===== config.mk =====
export PLATFORM = sky130hd
export DESIGN_NAME = pws_ctrl
export DESIGN_NICKNAME = d
export VERILOG_FILES = /design/src/hw/rtl/assert_macros.svh /design/src/hw/rtl/pws_pkg.sv /design/src/hw/rtl/pws_ctrl.sv
export SDC_FILE = /design/constraint.sdc
export NUM_CORES = 1
export LEC_CHECK = 0
export ABC_CLOCK_PERIOD_IN_PS = 4370
export BUFFER_PORTS_ARGS = -buffer_cell sky130_fd_sc_hd__buf_2
export CAP_MARGIN = 20
export CELL_PAD_IN_SITES_DETAIL_PLACEMENT = 1
export CELL_PAD_IN_SITES_GLOBAL_PLACEMENT = 1
export CORE_AREA = 2 2 51 53
export DETAILED_ROUTE_END_ITERATION = 6
export DIE_AREA = 0 0 53 55
export GPL_TIMING_DRIVEN = 0
export PLACE_DENSITY_LB_ADDON = 0.12
export SLEW_MARGIN = 5
export SYNTH_ARGS = -nofsm -noshare
export SYNTH_HDL_FRONTEND = slang
export SYNTH_SLANG_ARGS = --single-unit

===== constraint.sdc =====
create_clock -name clk_i -period 4.37 [get_ports clk_i]
set_input_delay 0.6555 -clock clk_i [delete_from_list [all_inputs] [get_ports clk_i]]
set_output_delay 0.6555 -clock clk_i [all_outputs]
set_load 0.005 [all_outputs]

===== src/hw/rtl/assert_macros.svh =====
// assertion macros for the pulse window statistics block
`ifndef ASSERT_MACROS_SVH
`define ASSERT_MACROS_SVH
`ifndef ASSERT_OFF
`define PWS_ASSERT(lbl, prop) \
  lbl: assert property (@(posedge clk_i) disable iff (!rst_ni) prop) \
    else $error("assertion failed");
`define PWS_NEVER(lbl, cond) \
  lbl: assert property (@(posedge clk_i) disable iff (!rst_ni) !(cond)) \
    else $error("forbidden condition seen");
`else
`define PWS_ASSERT(lbl, prop)
`define PWS_NEVER(lbl, cond)
`endif
`endif


===== src/hw/rtl/pws_pkg.sv =====
// shared types and constants of the pulse window statistics block
`default_nettype none
package pws_pkg;
  localparam int MAX_WINDOW = 4096;
  localparam int K_W        = $clog2(MAX_WINDOW);
  localparam int IDX_W      = K_W + 1;
  localparam int K2_W       = 2 * K_W;
  localparam int SUM_W      = 28;
  localparam int W1_W       = 41;
  localparam int W2_W       = 53;
  localparam int NUM_W      = 62;
  localparam int DEN_W      = 28;
  localparam int ROOT_W     = 31;
  localparam int M8_W       = 52;
  localparam int E2_W       = 54;
  localparam int MCSQ_W     = 54;

  typedef struct packed {
    logic accept;
    logic sel_e;
    logic div_start;
    logic latch_m;
    logic latch_e;
    logic root_start;
    logic latch_root;
    logic emit;
  } pws_cmd_t;

  typedef struct packed {
    logic zero;
    logic div_busy;
    logic div_done;
    logic root_done;
  } pws_status_t;

  typedef struct packed {
    logic [23:0]        spread;
    logic signed [24:0] mean;
    logic signed [15:0] after_max;
    logic signed [15:0] before_max;
    logic [15:0]        max_pos;
    logic signed [15:0] max_val;
    logic [15:0]        min_pos;
    logic signed [15:0] min_val;
    logic signed [27:0] area;
    logic               zero;
  } pws_result_t;
endpackage
`default_nettype wire


===== src/hw/rtl/pws_ctrl.sv =====
// sequencer: accumulate, two divisions, square root, result hand-off
`default_nettype none
module pws_ctrl (
  input  wire logic                 clk_i,
  input  wire logic                 rst_ni,
  input  wire logic                 in_valid_i,
  input  wire logic                 in_last_i,
  input  wire logic                 out_ready_i,
  input  wire pws_pkg::pws_status_t status_i,
  output logic                      in_ready_o,
  output logic                      out_valid_o,
  output pws_pkg::pws_cmd_t         cmd_o
);
  import pws_pkg::*;

  typedef enum logic [6:0] {
    ST_RUN     = 7'b0000001,
    ST_PREP    = 7'b0000010,
    ST_DIV_M   = 7'b0000100,
    ST_DIV_E   = 7'b0001000,
    ST_ROOT_GO = 7'b0010000,
    ST_ROOT    = 7'b0100000,
    ST_EMIT    = 7'b1000000
  } state_e;

  state_e state_q, state_d;
  logic   out_valid_q, out_valid_d;
  logic   out_free;

  assign out_free = !out_valid_q || out_ready_i;

  always_comb begin
    state_d = state_q;
    cmd_o   = '0;
    case (state_q)
      ST_RUN: begin
        cmd_o.accept = in_valid_i;
        if (in_valid_i && in_last_i) state_d = ST_PREP;
      end
      ST_PREP: begin
        if (status_i.zero) begin
          state_d = ST_EMIT;
        end else begin
          cmd_o.div_start = 1'b1;
          state_d         = ST_DIV_M;
        end
      end
      ST_DIV_M: begin
        if (status_i.div_done) begin
          cmd_o.latch_m   = 1'b1;
          cmd_o.sel_e     = 1'b1;
          cmd_o.div_start = 1'b1;
          state_d         = ST_DIV_E;
        end
      end
      ST_DIV_E: begin
        cmd_o.sel_e = 1'b1;
        if (status_i.div_done) begin
          cmd_o.latch_e = 1'b1;
          state_d       = ST_ROOT_GO;
        end
      end
      ST_ROOT_GO: begin
        cmd_o.root_start = 1'b1;
        state_d          = ST_ROOT;
      end
      ST_ROOT: begin
        if (status_i.root_done) begin
          cmd_o.latch_root = 1'b1;
          state_d          = ST_EMIT;
        end
      end
      ST_EMIT: begin
        if (out_free) begin
          cmd_o.emit = 1'b1;
          state_d    = ST_RUN;
        end
      end
      default: state_d = ST_RUN;
    endcase
  end

  assign out_valid_d = cmd_o.emit ? 1'b1 : (out_ready_i ? 1'b0 : out_valid_q);

  always_ff @(posedge clk_i or negedge rst_ni) begin
    if (!rst_ni) begin
      state_q     <= ST_RUN;
      out_valid_q <= 1'b0;
    end else begin
      state_q     <= state_d;
      out_valid_q <= out_valid_d;
    end
  end

  assign in_ready_o  = (state_q == ST_RUN);
  assign out_valid_o = out_valid_q;
endmodule
`default_nettype wire


==> impl_metrics.env <==
export IMPL_setup_violations=0
export IMPL_antenna_found_initial=0
export IMPL_worst_slack_ns=2.002
export IMPL_rr_worst_depth=5
export IMPL_cts_tree="yes"
export IMPL_path_class="flop to output port"
export IMPL_port_buffers=17
export IMPL_cts_sinks=8
export IMPL_worst_slew_pin_slew_ns=0.3406
export IMPL_min_period_ns=2.368
export IMPL_die_w_um=53
export IMPL_period_share=0.5418
export IMPL_grt_pass1_wl_um=2325
export IMPL_synth_area_leaders="dfrtp_1 (31%), dfstp_2 (4.7%), nand2b_1 (4.5%)"
export IMPL_irDropWorstVdd_mv=0.1624
export IMPL_drc=0
export IMPL_place_ws_ns=2.258
export IMPL_power_leakage_uw=0.0003462
export IMPL_synth_area_per_cell_um2=9.437
export IMPL_crit_required_ns=3.71
export IMPL_fillers=298
export IMPL_ys_seq_area_frac=0.3618
export IMPL_first_pass_iters=4
export IMPL_clock_root_buffer="clkbuf_4"
export IMPL_dp_final_hpwl_um=1124
export IMPL_rows=18
export IMPL_ys_ff_latch=8
export IMPL_crit_fanout=8
export IMPL_finClkSkew_ns=0.005906
export IMPL_regToRegEndpoint="state_q[6]"
export IMPL_ant_nets=0
export IMPL_synth_nets=68
export IMPL_finalHoldViolations=0
export IMPL_grt_max_degree=9
export IMPL_endpoint_kind="output port"
export IMPL_wl_um=1333
export IMPL_yosysWarnings=0
export IMPL_synth_top_cell_area_share=0.3146
export IMPL_yosysMostFrequentCell="dfrtp_1"
export IMPL_synth_edf_count=0
export IMPL_max_freq_ghz=0.4224
export IMPL_relSlewSlack=0.7708
export IMPL_syn_inst=59
export IMPL_antennaDiodeCount=0
export IMPL_start_util=0.2354
export IMPL_syn_to_final_growth_pct=26.74
export IMPL_nNetsFinal=90
export IMPL_grt_overflow=0
export IMPL_rsz0062_at_grt="false"
export IMPL_hold_path_class="primary input to asynchronous set/reset pin"
export IMPL_crit_start="state_q[2]"
export IMPL_via_per_inst=4.509
export IMPL_avgRoutedWirePerCell_um=12.12
export IMPL_dieArea_um2=2915
export IMPL_worstSkewPairLatency_ns=0.25
export IMPL_fp_coreArea_um2=2365
export IMPL_ys_top_cells_by_count="dfrtp_1 (7), nand2_1 (4), nand2b_1 (4)"
export IMPL_cts_resized_gates=0
export IMPL_status="completed"
export IMPL_gp_congestion=0.6658
export IMPL_power_density_nw_per_um2=358.9
export IMPL_drtIter0Drc=7
export IMPL_cts_setup_buffers=0
export IMPL_cp_arrival_ns=1.71
export IMPL_drv_cap=0
export IMPL_cts_hold_buf=0
export IMPL_h_tree_depth=1
export IMPL_critPathLaunchType="flop"
export IMPL_slew_violations=0
export IMPL_reg2reg_slack_ns=2.88
export IMPL_numCtsBuffers=3
export IMPL_ys_flop_type="dfrtp_1"
export IMPL_synth_largest_area_cell="dfrtp_1"
export IMPL_critPathCapture="cmd_o[0]"
export IMPL_cts_max_path_buffers=2
export IMPL_dr_total_vias=496
export IMPL_die_h_um=55
export IMPL_reg2reg_from="state_q[2]"
export IMPL_final_setup_tns_ns=0
export IMPL_synthArstFlopShare=1.000
export IMPL_netlist_area_um2=556.8
export IMPL_cts_clk_slew_worst_paths_ns=0.06
export IMPL_grtUsageTotal=0.1147
export IMPL_drive_gt1_frac=0.3750
export IMPL_grt_pass1_vias=496
export IMPL_io_pins=19
export IMPL_yosysUniqueCellTypes=35
==> sequential cells by signal, indices dropped and copies added, names as in the netlist <==
name         flops
state_q          7
out_valid_o      1
==> how the worst min path moves through the flow <==
| stage | from | to | slack, ns |
|---|---|---|---|
| after global routing | rst_ni | state_q[3] | 0.23 |
| after CTS | rst_ni | state_q[2] | 0.23 |
| final | rst_ni | state_q[6] | 0.23 |
| after global placement | rst_ni | state_q[3] | 0.51 |
| after floorplan | rst_ni | out_valid_o | 0.36 |
| after detailed placement | rst_ni | state_q[3] | 0.51 |
==> worst max-delay path, stage by stage, from the launching register on <==
cell and delay [ns]:
dfrtp_1 0.35, buf_2 0.18, nor4_1 0.37, nand3_1 0.21, nor2b_1 0.15, buf_4 0.11, buf_2 0.09
==> per-stage QoR <==
stage / cell area (um^2) / instances / hold slack (ns) / power, uW / utilization
after floorplan: 556.8 / 59 / 0.3599 / 166.2 / -
after global placement: 679.4 / 106 / 0.5085 / 197.1 / 0.2873
after detailed placement: 679.4 / 106 / 0.5097 / 196.5 / 0.2873
after CTS: 705.7 / 110 / 0.2304 / 260.3 / 0.2984
after global routing: 705.7 / 110 / 0.2300 / 274.7 / 0.2984
final: 705.7 / 110 / 0.2317 / 253.2 / 0.2984
==> layer usage <==
layer,vias to the layer above,wire length [um],track usage
met4,0,13,0.07692
met1,224,613,0.1475
met2,11,640,0.1771
li1,259,-,-
met3,2,65,0.01882
met5,-,0,0
==> cell families (layout without fill, tap and decap cells) <==
family	count (synthesis)	in the layout	share of synthesized area
flip-flops	8	8	0.3618
AO/OA/AOI/OAI	12	12	0.1686
buffers and inverters	4	25	0.03596
XOR/XNOR	2	2	0.03147
AND/OR/NAND/NOR	33	33	0.4023
==> area by class of cell <==
class                      count  area (um^2)  share of cell area
inverter                       2        7.507             0.01064
buffer                         2        12.51             0.01773
clock buffer                   4        26.28             0.03723
sequential                     8        201.4              0.2855
timing repair buffer          17        85.08              0.1206
multi-input combinational     47        335.3              0.4752
tap                           30        37.54             0.05319
==> cell usage in the layout (no fill, tap or decap), types with 3 or more instances in the layout <==
master and count:
dfrtp_1 7, clkbuf_4 3, nor3_1 3, nand2b_1 4
buf_2 18, nor2b_1 3, nand2_1 4, nor2_1 3
==> power breakdown <==
part | leakage (uW) | switching (uW) | internal, uW
combinational | 0.000224 | 47.4 | 48.1
clock | 0.0000150 | 25.4 | 34.9
sequential | 0.000108 | 12.0 | 85.4
total | 0.000346 | 84.8 | 168
No activity file was read; power rests on OpenSTA's default activity.
